`src/rtl/xorshift32_ranged_random_defines.svh`:
```
// Assertion macros shared by the xorshift32 ranged random block.
// Used only by the top level; depends on nothing else.
`ifndef XORSHIFT32_RANGED_RANDOM_DEFINES_SVH
`define XORSHIFT32_RANGED_RANDOM_DEFINES_SVH

// Same-cycle implication, disabled while reset is low.
`define XRR_ASSERT_NOW(lbl, clk, rst_n, ante, cons, msg) \
    lbl: assert property (@(posedge clk) disable iff (!rst_n) (ante) |-> (cons)) \
        else $error(msg);

// Next-cycle implication, disabled while reset is low.
`define XRR_ASSERT_NEXT(lbl, clk, rst_n, ante, cons, msg) \
    lbl: assert property (@(posedge clk) disable iff (!rst_n) (ante) |=> (cons)) \
        else $error(msg);

`endif

```
`src/rtl/xrr_pkg.sv`:
```
// Shared types, constants and the generator step function for the
// xorshift32 ranged random block. No dependencies.
package xrr_pkg;

    localparam int WordW      = 32;
    localparam int CntW       = $clog2(WordW);
    localparam int QueueDepth = 2;

    localparam logic [WordW-1:0] SeedReset = 32'd123456789;
    localparam int ShiftA = 13;
    localparam int ShiftB = 17;
    localparam int ShiftC = 5;

    // One request after the front end: lower bound, span and the new word.
    typedef struct packed {
        logic [WordW-1:0] lo;
        logic [WordW-1:0] span;
        logic [WordW-1:0] word;
    } t_job;

    // Status of the reduction engine, watched by the top level.
    typedef struct packed {
        logic busy;
        logic pop;
    } t_back_status;

    function automatic logic [WordW-1:0] xorshift_step(input logic [WordW-1:0] s);
        logic [WordW-1:0] t;
        t = s ^ (s << ShiftA);
        t = t ^ (t >> ShiftB);
        t = t ^ (t << ShiftC);
        return t;
    endfunction

endpackage

```
`src/rtl/xrr_front.sv`:
```
// Front end: holds the generator state, takes requests, advances the
// generator and forms the span. Depends on xrr_pkg.
module xrr_front (
    input  logic                      i_clk,
    input  logic                      i_rst_n,
    input  logic                      i_seed_we,
    input  logic [xrr_pkg::WordW-1:0] i_seed_wdata,
    input  logic                      i_valid,
    input  logic [xrr_pkg::WordW-1:0] i_range_min,
    input  logic [xrr_pkg::WordW-1:0] i_range_max,
    input  logic                      i_q_full,
    output logic                      o_ready,
    output logic                      o_push,
    output xrr_pkg::t_job             o_job
);
    import xrr_pkg::*;

    logic [WordW-1:0] r_gen;
    logic [WordW-1:0] n_gen;

    assign o_ready = !i_q_full;
    assign o_push  = i_valid && !i_q_full;
    assign n_gen   = xorshift_step(r_gen);

    assign o_job.lo   = i_range_min;
    assign o_job.span = i_range_max - i_range_min + WordW'(1);
    assign o_job.word = n_gen;

    always_ff @(posedge i_clk) begin
        if (!i_rst_n) begin
            r_gen <= SeedReset;
        end else if (i_seed_we) begin
            r_gen <= i_seed_wdata;
        end else if (o_push) begin
            r_gen <= n_gen;
        end
    end

endmodule

```
`src/rtl/xrr_queue.sv`:
```
// Small first-in first-out queue of jobs between front end and engine.
// Depends on xrr_pkg.
module xrr_queue #(
    parameter int Depth = xrr_pkg::QueueDepth
) (
    input  logic                         i_clk,
    input  logic                         i_rst_n,
    input  logic                         i_push,
    input  xrr_pkg::t_job                i_job,
    input  logic                         i_pop,
    output xrr_pkg::t_job                o_job,
    output logic                         o_full,
    output logic                         o_empty,
    output logic [$clog2(Depth+1)-1:0]   o_count
);
    import xrr_pkg::*;

    localparam int PtrW = $clog2(Depth);
    localparam int CntQ = $clog2(Depth + 1);

    t_job            r_mem [Depth];
    logic [PtrW-1:0] r_wr_ptr;
    logic [PtrW-1:0] r_rd_ptr;
    logic [CntQ-1:0] r_count;
    logic            do_push;
    logic            do_pop;

    assign o_full  = (r_count == CntQ'(Depth));
    assign o_empty = (r_count == '0);
    assign o_count = r_count;
    assign o_job   = r_mem[r_rd_ptr];
    assign do_push = i_push && !o_full;
    assign do_pop  = i_pop && !o_empty;

    always_ff @(posedge i_clk) begin
        if (do_push) begin
            r_mem[r_wr_ptr] <= i_job;
        end
    end

    always_ff @(posedge i_clk) begin
        if (!i_rst_n) begin
            r_wr_ptr <= '0;
            r_rd_ptr <= '0;
            r_count  <= '0;
        end else begin
            if (do_push) begin
                r_wr_ptr <= (r_wr_ptr == PtrW'(Depth - 1)) ? '0 : r_wr_ptr + PtrW'(1);
            end
            if (do_pop) begin
                r_rd_ptr <= (r_rd_ptr == PtrW'(Depth - 1)) ? '0 : r_rd_ptr + PtrW'(1);
            end
            if (do_push && !do_pop) begin
                r_count <= r_count + CntQ'(1);
            end else if (do_pop && !do_push) begin
                r_count <= r_count - CntQ'(1);
            end
        end
    end

endmodule

```
`src/rtl/xrr_back.sv`:
```
// Reduction engine: bit-serial restoring remainder of the word by the span,
// then adds the lower bound into the output register. Depends on xrr_pkg.
module xrr_back (
    input  logic                        i_clk,
    input  logic                        i_rst_n,
    input  logic                        i_empty,
    input  xrr_pkg::t_job               i_job,
    output xrr_pkg::t_back_status       o_status,
    output logic                        o_tvalid,
    input  logic                        i_tready,
    output logic [2*xrr_pkg::WordW-1:0] o_tdata
);
    import xrr_pkg::*;

    typedef enum logic [1:0] {
        S_IDLE,
        S_DIV,
        S_OUT
    } t_state;

    t_state           r_state;
    logic [CntW-1:0]  r_cnt;
    logic [WordW-1:0] r_rem;
    logic [WordW-1:0] r_dvd;
    logic [WordW-1:0] r_lo;
    logic [WordW-1:0] r_span;
    logic [WordW-1:0] r_word;
    logic             r_out_valid;
    logic [WordW-1:0] r_out_value;
    logic [WordW-1:0] r_out_word;

    logic [WordW:0]   rem_sh;
    logic [WordW:0]   rem_sub;
    logic             take;
    logic             pop;
    logic             load_out;

    // One quotient bit per cycle: shift in the next dividend bit, subtract
    // the span when it fits.
    assign rem_sh  = {r_rem, r_dvd[WordW-1]};
    assign rem_sub = rem_sh - {1'b0, r_span};
    assign take    = !rem_sub[WordW];

    assign pop             = (r_state == S_IDLE) && !i_empty;
    assign load_out        = (r_state == S_OUT) && (!r_out_valid || i_tready);
    assign o_status.busy   = (r_state != S_IDLE);
    assign o_status.pop    = pop;
    assign o_tvalid        = r_out_valid;
    assign o_tdata         = {r_out_word, r_out_value};

    always_ff @(posedge i_clk) begin
        if (!i_rst_n) begin
            r_state     <= S_IDLE;
            r_cnt       <= '0;
            r_out_valid <= 1'b0;
        end else begin
            if (r_out_valid && i_tready && !load_out) begin
                r_out_valid <= 1'b0;
            end
            unique case (r_state)
                S_IDLE: begin
                    if (pop) begin
                        r_lo   <= i_job.lo;
                        r_span <= i_job.span;
                        r_word <= i_job.word;
                        r_dvd  <= i_job.word;
                        r_cnt  <= '0;
                        if (i_job.span == '0) begin
                            // A span that wraps to zero means the whole word range.
                            r_rem   <= i_job.word;
                            r_state <= S_OUT;
                        end else begin
                            r_rem   <= '0;
                            r_state <= S_DIV;
                        end
                    end
                end
                S_DIV: begin
                    r_rem <= take ? rem_sub[WordW-1:0] : rem_sh[WordW-1:0];
                    r_dvd <= r_dvd << 1;
                    r_cnt <= r_cnt + CntW'(1);
                    if (r_cnt == CntW'(WordW - 1)) begin
                        r_state <= S_OUT;
                    end
                end
                S_OUT: begin
                    if (load_out) begin
                        r_out_valid <= 1'b1;
                        r_out_value <= r_lo + r_rem;
                        r_out_word  <= r_word;
                        r_state     <= S_IDLE;
                    end
                end
                default: begin
                    r_state <= S_IDLE;
                end
            endcase
        end
    end

endmodule

```
`src/rtl/xorshift32_ranged_random.sv`:
```
// Top level of the xorshift32 ranged random block: front end, job queue and
// reduction engine. Depends on xrr_pkg, xrr_front, xrr_queue, xrr_back and
// the assertion macros in xorshift32_ranged_random_defines.svh.
//
// Usage. Each request item on the slave stream carries range_min in tdata
// bits 31:0 and range_max in bits 63:32, both two's complement. For each
// accepted item the block advances a 32-bit xorshift generator and returns
// one result item on the master stream: value (min plus the new word modulo
// max - min + 1, wrapped to 32 bits) in bits 31:0 and the raw word in 63:32.
// When the span wraps to zero the full word is added to min instead.
// Writing the seed port loads the generator; a zero seed keeps it at zero.
// An accepted request enters the job queue; the idle engine pops it, the
// bit-serial remainder unit works through the word one bit at a time, and
// the engine loads the output register. When the span wraps to zero the
// remainder steps are skipped. The engine holds one item at a time, so the
// remainder unit sets the rate. The front end takes requests while the
// two-entry queue has room, so up to two requests wait behind the engine.
// A stalled receiver holds the result in the output register; the engine
// then waits in its output step and the queue fills before tready drops.
// Reset loads the seed 123456789 and empties the queue and output.
module xorshift32_ranged_random #(
    parameter int QueueDepth = xrr_pkg::QueueDepth
) (
    input  logic                        i_clk,
    input  logic                        i_rst_n,
    input  logic                        i_seed_we,
    input  logic [xrr_pkg::WordW-1:0]   i_seed_wdata,
    input  logic                        i_s_axis_tvalid,
    output logic                        o_s_axis_tready,
    // Fields from bit 0: range_min[31:0], range_max[31:0].
    input  logic [2*xrr_pkg::WordW-1:0] i_s_axis_tdata,
    output logic                        o_m_axis_tvalid,
    input  logic                        i_m_axis_tready,
    // Fields from bit 0: value[31:0], raw_word[31:0].
    output logic [2*xrr_pkg::WordW-1:0] o_m_axis_tdata
);
    import xrr_pkg::*;

    localparam int CntQ = $clog2(QueueDepth + 1);

    t_job            push_job;
    t_job            head_job;
    logic            push;
    logic            q_full;
    logic            q_empty;
    logic [CntQ-1:0] q_count;
    t_back_status    back_status;

    // The front end generates the word at acceptance, so the generator order
    // always matches the request order.
    xrr_front u_front (
        .i_clk        (i_clk),
        .i_rst_n      (i_rst_n),
        .i_seed_we    (i_seed_we),
        .i_seed_wdata (i_seed_wdata),
        .i_valid      (i_s_axis_tvalid),
        .i_range_min  (i_s_axis_tdata[WordW-1:0]),
        .i_range_max  (i_s_axis_tdata[2*WordW-1:WordW]),
        .i_q_full     (q_full),
        .o_ready      (o_s_axis_tready),
        .o_push       (push),
        .o_job        (push_job)
    );

    xrr_queue #(
        .Depth (QueueDepth)
    ) u_queue (
        .i_clk   (i_clk),
        .i_rst_n (i_rst_n),
        .i_push  (push),
        .i_job   (push_job),
        .i_pop   (back_status.pop),
        .o_job   (head_job),
        .o_full  (q_full),
        .o_empty (q_empty),
        .o_count (q_count)
    );

    xrr_back u_back (
        .i_clk    (i_clk),
        .i_rst_n  (i_rst_n),
        .i_empty  (q_empty),
        .i_job    (head_job),
        .o_status (back_status),
        .o_tvalid (o_m_axis_tvalid),
        .i_tready (i_m_axis_tready),
        .o_tdata  (o_m_axis_tdata)
    );

`include "xorshift32_ranged_random_defines.svh"

    // An accepted request must be waiting in the queue or already taken.
    `XRR_ASSERT_NEXT(a_push_lands, i_clk, i_rst_n,
        i_s_axis_tvalid && o_s_axis_tready, (q_count != '0) || back_status.busy,
        "accepted item lost before the engine")

    // The queue never holds more than its depth.
    `XRR_ASSERT_NOW(a_queue_bound, i_clk, i_rst_n,
        1'b1, q_count <= CntQ'(QueueDepth), "queue count beyond depth")

    // An idle engine with a waiting job starts on it in the next cycle.
    `XRR_ASSERT_NEXT(a_engine_starts, i_clk, i_rst_n,
        !q_empty && !back_status.busy, back_status.busy,
        "engine idle while a job waits")

endmodule
```
`config.mk`:
```
export PLATFORM = sky130hd
export DESIGN_NAME = xorshift32_ranged_random
export DESIGN_NICKNAME = d
export VERILOG_FILES = /design/src/rtl/xrr_pkg.sv /design/src/rtl/xrr_front.sv /design/src/rtl/xrr_queue.sv /design/src/rtl/xrr_back.sv /design/src/rtl/xorshift32_ranged_random.sv
export VERILOG_INCLUDE_DIRS = /design/src /design/src/rtl
export SDC_FILE = /design/constraint.sdc
export NUM_CORES = 1
export LEC_CHECK = 0
export BUFFER_PORTS_ARGS = -buffer_cell sky130_fd_sc_hd__buf_2
export CAP_MARGIN = 20
export CORE_MARGIN = 2
export CORE_UTILIZATION = 35
export CTS_BUF_LIST = sky130_fd_sc_hd__clkbuf_16
export DETAILED_ROUTE_END_ITERATION = 8
export GPL_TIMING_DRIVEN = 0
export HOLD_SLACK_MARGIN = 0.08
export PLACE_DENSITY = 0.49
export SYNTH_ARGS = -nofsm -noshare
export SYNTH_HDL_FRONTEND = slang
export SYNTH_HIERARCHICAL = 1
export SYNTH_SLANG_ARGS = --single-unit
```
`constraint.sdc`:
```
create_clock -name i_clk -period 10.6 [get_ports i_clk]
set_input_delay 2.12 -clock i_clk [delete_from_list [all_inputs] [get_ports i_clk]]
set_output_delay 2.12 -clock i_clk [all_outputs]
set_load 0.01 [all_outputs]
```
==> impl_metrics.py, run 1 <==
metrics = {
    "run_status": {
        "status": "finished clean",
    },
    "floorplan": {
        "num_io_pins": 167,
        "fp.dieW_um": 262,
        "rows": 94,
        "start_util": 0.354,
        "dieArea_um2": 68900,
        "dieHeight_um": 262,
        "coreArea_um2": 66000,
    },
    "cts": {
        "cts_resized": 0,
        "cts_setup_buffers": 0,
        "cts_tree": "built",
        "ctsHtreeMaxLevel": 2,
        "cts_sinks": 461,
        "insertion_delay_ps": 600,
        "numCtsBuffers": 52,
        "clk_pin_slew_ps": 60,
        "cts_max_path_buffers": 3,
        "cts_hold_buffers": 0,
        "clock-root-buffer": "clkbuf_16",
    },
    "min_path": {
        "hold_path_class": "reg -> reg",
    },
    "routing": {
        "num_vias": 15200,
        "drtIter0Drc": 1078,
        "drc": 0,
        "ant_nets": 0,
        "avgViaCountPerCell": 5.03,
        "first_pass_iters": 6,
        "wl_per_cell_um": 19.7,
        "drt-total-wl_um": 59600,
    },
    "sta": {
        "hold_violations": 0,
        "slew_viol_final": 0,
        "fmax_mhz": 201,
        "post-route-min-period_ps": 4980,
        "setup_viol": 0,
        "rsz0062_at_grt": "no",
        "period_share": 0.470,
        "slew_headroom": 0.330,
        "tightest_slew_ps": 1000,
        "whs_ps": 410,
        "fin_skew_ps": 25.0,
    },
    "grt": {
        "grt_first_pass_wirelength_um": 89200,
        "grt.overflow.total": 0,
        "grt_start_max_net_pins": 61,
        "grt_use_total": 0.169,
        "grt_antenna_before_repair": 0,
        "grt_pass1_vias": 14900,
    },
    "logic_synthesis": {
        "synth-main-ff-cell": "edfxtp_1",
        "synth_edf_count": 416,
        "seq_area_frac_synth": 0.573,
        "syn_area_um2": 23400,
        "synth.distinct_cells": 80,
        "synth_top_family_by_area": "compound AO/OA/AOI/OAI gates",
        "synth_mux_area_frac": 0.0656,
        "synth_xor_area_frac": 0.0596,
        "synth_nets": 2101,
        "ys_ff_latch": 461,
        "yosys.area_share.simple": 0.0879,
        "synth-adder-area-share": 0.0705,
        "synth_compound_area_frac": 0.105,
        "syn_inst": 1870,
        "synthArstFlopShare": 0,
        "yosys_warnings": 6,
        "syn_area_per_cell_um2": 12.5,
    },
    "pwr": {
        "total_power_mw": 7.46,
        "intPower_mw": 4.82,
        "seqPwrFrac": 0.374,
        "p_leak_nw": 10.9,
        "power_density_nw_per_um2": 273,
        "p_sw_mw": 2.64,
        "clockPowerShare": 0.236,
        "ir_drop_mv": 0.137,
        "power_frac_comb": 0.389,
        "p_sw_frac": 0.354,
    },
    "critical_path": {
        "crit_path_end_kind": "flip-flop",
        "crit_fanout": 60,
        "start_kind": "input port",
        "cp_data_arrival_time_ps": 5220,
        "crit_required_ps": 10840,
        "worst-setup-path-type": "in -> reg",
    },
    "placement": {
        "io_buffer_count": 165,
        "gp_congestion": 0.868,
        "dp_cells": 2923,
        "dp_hpwl_um": 45700,
    },
    "final_layout": {
        "instances_no_fill": 3020,
        "diodes": 0,
        "drive_above_1_share": 0.200,
        "synthToLayoutAreaGrowth_pct": 17.0,
        "layout.nets": 2344,
    },
    "job": {
        "maxCapViolCount": 0,
    },
}
[worst max-delay path: stages]
cell and delay [ps]:
buf_2 80, nand2_1 330, inv_1 260, buf_1 490, buf_1 720, and3_4 750
buf_16 330
[metrics by stage]
step	setup TNS [ps]	util	instance area [um^2]	setup slack [ps]
floorplan	0	-	23400	1040
global placement	-527860	0.383	25300	-4240
detailed placement	0	0.389	25700	5080
CTS	0	0.415	27400	5700
global route	0	0.415	27400	5450
finish	0	0.415	27400	5620
[path summary, 6_finish.rpt]
check,startpoint,end,slack (ps),cells past startpoint
setup / recovery,i_s_axis_tvalid,u_queue/r_mem[1][95]$_DFFE_PP_,5620,7
setup reg to reg,u_queue/o_count[0]$_SDFFE_PN0P_,u_queue/r_mem[1][95]$_DFFE_PP_,6400,9
hold reg to reg,u_back/r_word[4]$_DFFE_PP_,u_back/r_out_word[4]$_DFFE_PP_,410,0
hold / removal,u_back/r_word[4]$_DFFE_PP_,u_back/r_out_word[4]$_DFFE_PP_,410,0
[cell families after synthesis]
family	Yosys count
flops	461
simple gates	454
compound gates	353
buf+inv	187
xor+xnor	159
fa+ha+maj	130
mux	126
[synthesized netlist by cell type, types with 12 or more instances]
cell type	number	area, um^2
a31oi_1	19	119
mux2_2	57	642
clkbuf_1	40	150
a21boi_0	12	90.1
and3_1	16	100
ha_1	127	1590
o21ai_0	39	195
edfxtp_1	416	12500
nand2_1	178	668
dfxtp_1	45	901
and2_1	15	93.8
a21o_1	52	390
nor2b_1	20	125
nand4_1	13	81.3
or3_1	14	87.6
mux2i_1	29	290
buf_4	33	248
nor3_1	18	90.1
inv_1	91	342
xnor2_1	106	928
a211oi_1	12	90.1
o21a_1	14	105
a21oi_1	74	370
nor2_1	127	477
o22ai_1	22	138
xor2_1	53	464
nor4_1	12	75.1
mux2_4	40	601
nand3_1	15	75.1
[registers in the layout, indices dropped and copies added, names as in the netlist, named ones only]
| signal | count |
|---|---|
| u_back/o_tvalid | 1 |
| u_back/r_rem | 32 |
| u_back/r_lo | 32 |
| u_back/r_out_word | 32 |
| u_back/r_out_value | 32 |
| u_queue/r_rd_ptr | 1 |
| u_back/r_cnt | 5 |
| u_queue/r_mem | 192 |
| u_back/r_word | 32 |
| u_back/r_dvd | 32 |
| u_back/r_span | 32 |
| u_back/r_state | 2 |
| u_front/r_gen | 32 |
| u_queue/r_wr_ptr | 1 |
| u_queue/o_count | 2 |
[power by group through the flow]
stage                     Clock [mW]  Sequential, mW  Combinational, mW
final                           1.76            2.79               2.91
after global routing            1.89            2.83               3.20
after CTS                       1.81            2.80               2.92
after detailed placement           0            2.84               2.90
after global placement             0            2.93               2.78
after floorplan                    0            2.82               2.02
[area by class of cell]
type / count / area, um^2
clock buffers: 54 / 1350
well taps: 864 / 1080
fillers: 6206 / 38600
plain buffers: 93 / 554
multi-input cells: 1222 / 9110
flip-flops and latches: 461 / 13400
clock inverters: 43 / 335
repair buffers: 189 / 1190
inverters: 94 / 353
[per-layer routing]
| layer | part of all wire | wire length (um) | up-vias | GRT usage |
|---|---|---|---|---|
| met2 | 0.48 | 28400 | 302 | 0.279 |
| met4 | 0.018 | 1070 | 0 | 0.0435 |
| met3 | 0.039 | 2330 | 58 | 0.0216 |
| li1 | - | - | 7389 | - |
| met5 | 0 | 0 | - | 0 |
| met1 | 0.47 | 27800 | 7432 | 0.237 |
[layout by cell type (no fill, tap or decap), types with 13 or more instances in the layout]
| cell type | instances |
|---|---|
| o21a_1 | 14 |
| clkbuf_1 | 40 |
| buf_2 | 170 |
| a31oi_1 | 19 |
| mux2i_1 | 29 |
| ha_1 | 127 |
| and3_1 | 15 |
| nor2_1 | 126 |
| buf_4 | 35 |
| nor2b_1 | 20 |
| mux2_2 | 57 |
| a21oi_1 | 74 |
| nand2_1 | 178 |
| nand3_1 | 15 |
| nand4_1 | 13 |
| a21o_1 | 52 |
| mux2_4 | 40 |
| o22ai_1 | 22 |
| xnor2_1 | 106 |
| buf_6 | 20 |
| or3_1 | 14 |
| clkbuf_16 | 54 |
| inv_1 | 106 |
| dfxtp_1 | 45 |
| o21ai_0 | 39 |
| xor2_1 | 53 |
| nor3_1 | 17 |
| and2_1 | 15 |
| edfxtp_1 | 416 |
(Power assumes the default switching activity.)
==> inputs of run 2 (changes only) <==
--- a/config.mk
+++ b/config.mk
@@ -14,7 +14,7 @@
 export DETAILED_ROUTE_END_ITERATION = 8
 export GPL_TIMING_DRIVEN = 0
 export HOLD_SLACK_MARGIN = 0.08
-export PLACE_DENSITY = 0.49
+export PLACE_DENSITY = 0.51
 export SYNTH_ARGS = -nofsm -noshare
 export SYNTH_HDL_FRONTEND = slang
 export SYNTH_HIERARCHICAL = 1
==> constraint.sdc (replaced) <==
create_clock -name i_clk -period 4.28 [get_ports i_clk]
set_input_delay 0.856 -clock i_clk [delete_from_list [all_inputs] [get_ports i_clk]]
set_output_delay 0.856 -clock i_clk [all_outputs]
set_load 0.01 [all_outputs]
==> run 2 against run 1 <==
Combinational power grew to 2.5 times the previous value; final area is 0.34% higher; first-iteration DRC count is 1.4% higher; routed wire length is 1.7% lower; cell count is 0.26% lower; sequential cell count stayed put; clock skew is 3.8 ps higher; largest cell class unchanged; largest power group unchanged; highest routed layer unchanged.
==> impl_metrics.py, run 2 (synthesis results as in run 1) <==
metrics = {
    "floorplan": {
        "coreArea_um2": 66000,
        "dieHeight_um": 262,
        "rows": 94,
        "fp.dieW_um": 262,
        "num_io_pins": 167,
        "dieArea_um2": 68900,
        "start_util": 0.354,
    },
    "cts": {
        "cts_tree": "built",
        "numCtsBuffers": 51,
        "clock-root-buffer": "clkbuf_16",
        "cts_sinks": 461,
        "insertion_delay_ps": 600,
        "clk_pin_slew_ps": 60,
        "ctsHtreeMaxLevel": 2,
        "cts_max_path_buffers": 3,
    },
    "critical_path": {
        "worst-setup-path-type": "reg -> reg",
        "ff2ff_setup_slack_ps": 340,
        "start_kind": "flip-flop",
        "crit_chain": "ha_1, a2111oi_0, inv_1, o211ai_1, nand3_1, a2111oi_1, o21ai_0, a21oi_1, xor2_1, o31ai_1",
        "crit_path_end_kind": "flip-flop",
        "crit_path_end": "u_back/r_rem[27]$_DFFE_PP_",
        "r2r_end": "u_back/r_rem[27]$_DFFE_PP_",
        "rr_worst_depth": 10,
        "slowest_delay_ps": 730,
        "crit_start": "u_back/r_rem[5]$_DFFE_PP_",
        "crit_fanout": 6,
        "crit_required_ps": 4600,
        "r2r_start": "u_back/r_rem[5]$_DFFE_PP_",
        "cp_data_arrival_time_ps": 4260,
        "cpMaxStageDelayCell": "a2111oi_1",
    },
    "final_layout": {
        "final_cell_mix": "416 x edfxtp_1, 178 x nand2_1, 170 x buf_2",
        "utilization": 0.416,
        "largest_register": "u_queue/r_mem",
        "drive_above_1_share": 0.202,
        "instances_no_fill": 3012,
        "synthToLayoutAreaGrowth_pct": 17.4,
        "layout.nets": 2336,
        "diodes": 0,
        "layout_commonest_cell": "edfxtp_1",
        "largest_reg_flops": 192,
    },
    "pwr": {
        "seqPwrFrac": 0.371,
        "intPower_mw": 12.1,
        "p_leak_nw": 10.9,
        "total_power_mw": 18.7,
        "ir_drop_mv": 0.289,
        "power_density_nw_per_um2": 680,
        "power_frac_comb": 0.390,
        "p_sw_mw": 6.62,
        "clockPowerShare": 0.239,
        "p_sw_frac": 0.355,
    },
    "placement": {
        "io_buffer_count": 165,
        "dp_slack_ps": 221,
        "dp_hpwl_um": 44800,
        "dp_cells": 2916,
        "gp_congestion": 0.853,
    },
    "routing": {
        "first_pass_iters": 5,
        "drc": 0,
        "drt-total-wl_um": 58600,
        "wl_per_cell_um": 19.4,
        "avgViaCountPerCell": 5.06,
        "num_vias": 15200,
        "ant_nets": 0,
        "drtIter0Drc": 1093,
    },
    "grt": {
        "grt_antenna_before_repair": 0,
        "grt.overflow.total": 0,
        "grt_start_max_net_pins": 61,
        "grt_pass1_vias": 15100,
        "grt_use_total": 0.167,
        "grt_first_pass_wirelength_um": 88700,
    },
    "sta": {
        "whs_ps": 413,
        "fmax_mhz": 254,
        "hold_violations": 0,
        "slew_viol_final": 0,
        "setup_ws_ps": 342,
        "fin_skew_ps": 28.8,
        "setup_viol": 0,
        "slew_headroom": 0.311,
        "period_share": 0.920,
        "rsz0062_at_grt": "no",
        "post-route-min-period_ps": 3940,
        "tightest_slew_ps": 1030,
    },
    "run_status": {
        "status": "finished clean",
    },
    "min_path": {
        "hold_path_class": "reg -> reg",
    },
    "job": {
        "maxCapViolCount": 0,
    },
}
[run 2: cell type report]
type                    count  area [um^2]
well taps                 864         1080
flip-flops and latches    461        13400
clock inverters            44          422
multi-input cells        1222         9120
plain buffers              93          562
fillers                  6195        38500
repair buffers            182         1220
inverters                  94          353
clock buffers              52         1300
[run 2: timing repair]
action | CTS | global route
gates resized for setup | 0 | 1
hold buffers | 0 | 0
endpoints found under the setup margin | 0 | 1
buffers inserted | 0 | 0
[run 2: critical path, delay by kind of cell, from the launching register on]
kind,cells,cell delay [ps]
flip-flops,1,480
adder cells (fa/ha/maj),1,410
buffers and inverters,1,80
AND/OR/NAND/NOR,1,200
XOR/XNOR,1,190
AO/OA/AOI/OAI,6,2300
[run 2: power by group through the flow]
stage	registers [mW]	logic (mW)	clock network [mW]
3_5_place_dp	7.04	7.29	0
4_1_cts	6.95	7.35	4.59
5_1_grt	7.02	8.01	4.79
2_1_floorplan	6.91	5.01	0
3_3_place_gp	7.13	6.93	0
6_report	6.92	7.29	4.47
[run 2: through the flow]
| stage | cell area (um^2) | setup TNS, ps |
|---|---|---|
| floorplan | 23400 | -2310 |
| global placement | 25300 | -793860 |
| detailed placement | 25700 | 0 |
| CTS | 27500 | 0 |
| global route | 27500 | 0 |
| finish | 27500 | 0 |
[run 2: worst min-delay path by stage]
stage	from	endpoint	slack (ps)	cells after the start
2_1_floorplan	u_back/r_word[0]$_DFFE_PP_	u_back/r_out_word[0]$_DFFE_PP_	400	0
3_3_place_gp	u_back/r_word[14]$_DFFE_PP_	u_back/r_out_word[14]$_DFFE_PP_	400	0
3_5_place_dp	u_back/r_word[19]$_DFFE_PP_	u_back/r_out_word[19]$_DFFE_PP_	410	0
4_1_cts	u_back/r_word[14]$_DFFE_PP_	u_back/r_out_word[14]$_DFFE_PP_	420	0
5_1_grt	u_back/r_word[18]$_DFFE_PP_	u_back/r_out_word[18]$_DFFE_PP_	430	0
6_report	u_back/r_word[14]$_DFFE_PP_	u_back/r_out_word[14]$_DFFE_PP_	410	0
[run 2: layer usage]
layer  GRT usage  vias up  wire [um]
li1            -     7359          -
met5           0        -          0
met4      0.0415        0       1060
met3      0.0266       71       2700
met1       0.228     7456      26500
met2       0.278      361      28300
==> inputs of run 3 (changes only) <==
--- a/config.mk
+++ b/config.mk
@@ -9,12 +9,14 @@
 export BUFFER_PORTS_ARGS = -buffer_cell sky130_fd_sc_hd__buf_2
 export CAP_MARGIN = 20
 export CORE_MARGIN = 2
-export CORE_UTILIZATION = 35
+export CORE_UTILIZATION = 55
 export CTS_BUF_LIST = sky130_fd_sc_hd__clkbuf_16
 export DETAILED_ROUTE_END_ITERATION = 8
 export GPL_TIMING_DRIVEN = 0
 export HOLD_SLACK_MARGIN = 0.08
-export PLACE_DENSITY = 0.51
+export PLACE_DENSITY = 0.75
+export SETUP_SLACK_MARGIN = 0.2
+export SKIP_LAST_GASP = 1
 export SYNTH_ARGS = -nofsm -noshare
 export SYNTH_HDL_FRONTEND = slang
 export SYNTH_HIERARCHICAL = 1
==> run 3 against run 2 <==
Register-to-register slack better by 150 ps; core utilization rose by 23 points; maximum frequency rose by 3.9%; clock skew about the same; die area fell by 36%; first-iteration DRC count grew 18%; hold slack gained 1.9 ps; sequential power barely moved.
==> impl_metrics.py, run 3 (synthesis results as in run 1) <==
metrics = {
    "run_status": {
        "status": "finished clean",
    },
    "grt": {
        "grt_first_pass_wirelength_um": 82200,
        "grt_start_max_net_pins": 65,
        "grt_antenna_before_repair": 1,
        "grt_pass1_vias": 15100,
        "grt_use_total": 0.243,
        "grt.overflow.total": 0,
    },
    "cts": {
        "numCtsBuffers": 49,
        "clock-root-buffer": "clkbuf_16",
        "cts_max_path_buffers": 3,
        "insertion_delay_ps": 580,
        "ctsHtreeMaxLevel": 2,
        "cts_setup_buffers": 0,
        "clk_pin_slew_ps": 60,
        "cts_sinks": 461,
        "cts_tree": "built",
    },
    "routing": {
        "drc": 0,
        "wl_per_cell_um": 20.2,
        "avgViaCountPerCell": 5.80,
        "drt-total-wl_um": 54100,
        "ant_nets": 0,
        "first_pass_iters": 5,
        "num_vias": 15500,
        "drtIter0Drc": 1290,
    },
    "critical_path": {
        "start_kind": "flip-flop",
        "ff2ff_setup_slack_ps": 490,
        "rr_worst_depth": 11,
        "worst-setup-path-type": "reg -> reg",
        "r2r_end": "u_back/r_rem[12]$_DFFE_PP_",
        "crit_fanout": 10,
        "crit_path_end_kind": "flip-flop",
        "cp_data_arrival_time_ps": 4110,
        "r2r_start": "u_back/r_rem[24]$_DFFE_PP_",
        "crit_required_ps": 4600,
        "crit_start": "u_back/r_rem[24]$_DFFE_PP_",
    },
    "final_layout": {
        "multi_input_area_um2": 9130,
        "largest_register": "u_queue/r_mem",
        "seqCellArea_um2": 13400,
        "synthToLayoutAreaGrowth_pct": 15.4,
        "fin_area_um2": 27000,
        "drive_above_1_share": 0.200,
        "num-fill-cells": 3169,
        "utilization": 0.643,
        "final_cell_mix": "416 x edfxtp_1, 177 x nand2_1, 170 x buf_2",
        "largest_reg_flops": 192,
        "diodes": 0,
        "layout.nets": 2333,
        "layout_commonest_cell": "edfxtp_1",
    },
    "floorplan": {
        "start_util": 0.557,
        "coreArea_um2": 41900,
        "dieArea_um2": 44200,
        "dieHeight_um": 210,
        "rows": 75,
        "fp.dieW_um": 210,
        "num_io_pins": 167,
    },
    "sta": {
        "tns_ps": 0,
        "fmax_mhz": 264,
        "post-route-min-period_ps": 3790,
        "fin_skew_ps": 28.8,
        "rsz0062_at_grt": "no",
        "period_share": 0.886,
        "slew_viol_final": 0,
        "setup_viol": 0,
        "hold_violations": 0,
        "slew_headroom": 0.287,
        "tightest_slew_ps": 1070,
    },
    "pwr": {
        "p_leak_nw": 10.8,
        "power_density_nw_per_um2": 687,
        "ir_drop_mv": 0.365,
    },
    "placement": {
        "dp_hpwl_um": 40900,
        "dpl_cell_area_um2": 25300,
        "gp_congestion": 0.933,
        "io_buffer_count": 165,
    },
    "job": {
        "maxCapViolCount": 0,
    },
    "min_path": {
        "min_to": "u_back/r_out_word[6]$_DFFE_PP_",
        "hp-start": "u_back/r_word[6]$_DFFE_PP_",
        "hold_path_class": "reg -> reg",
        "hold_depth": 0,
    },
}
==> run 3: cell count changes in the layout (fill, tap and decap cells not counted), moves of 3 or more <==
cell	before	now
buf_16	11	8
clkinvlp_4	8	3
bufinv_16	7	10
clkinv_1	12	8
==> run 3: timing repair <==
action                                 4_1_cts  5_1_grt
gates resized for setup                      0        2
hold buffers                                 0        0
endpoints found under the hold margin        0        0
setup endpoints to repair                    0        1
==> run 3: worst max path at each step <==
stage / to / cells past startpoint
after global routing: u_back/r_rem[27]$_DFFE_PP_ / 10
after detailed placement: u_queue/r_mem[1][63]$_DFFE_PP_ / 12
after global placement: u_queue/r_mem[0][94]$_DFFE_PP_ / 7
after CTS: u_back/r_rem[27]$_DFFE_PP_ / 10
after floorplan: u_queue/r_mem[0][0]$_DFFE_PP_ / 6
final: u_back/r_rem[12]$_DFFE_PP_ / 11
==> run 3: final cells by class <==
cell class / count / share of cell area
Inverter: 94 / 0.0131
Multi-Input combinational cell: 1222 / 0.338
Buffer: 93 / 0.0211
Clock buffer: 51 / 0.0473
Sequential cell: 461 / 0.496
Clock inverter: 35 / 0.0156
Tap cell: 539 / 0.0250
Timing Repair Buffer: 181 / 0.0434
==> run 3: power by group <==
part           internal, mW  leakage (nW)  switching (mW)
sequential             6.52          4.23           0.399
clock                  2.75         0.848            1.72
combinational          2.85          5.77            4.31
==> run 3: through the flow <==
stage | total power, mW | setup WS, ps | instances | hold WS, ps
after CTS | 18.6 | 454 | 2676 | 419
after global placement | 13.7 | -1430 | 2574 | 402
final | 18.5 | 489 | 2676 | 415
after detailed placement | 14.0 | 220 | 2590 | 405
after floorplan | 11.9 | 215 | 1870 | 400
after global routing | 19.5 | 297 | 2676 | 422
==> run 3: worst max-delay path, stage by stage, from the launching register on <==
cell	delay (ps)
edfxtp_1	460
ha_1	410
a21o_1	220
a21o_1	200
a211o_1	300
a311oi_1	290
o21bai_1	180
or2_1	250
o211ai_1	610
buf_6	270
nor3_1	70
a221o_1	280
==> run 3: per-layer routing <==
layer	global-route usage	up-vias	part of all wire
met2	0.400	488	0.48
li1	-	7341	-
met3	0.0378	83	0.060
met5	0	-	0
met1	0.335	7602	0.44
met4	0.0748	0	0.024
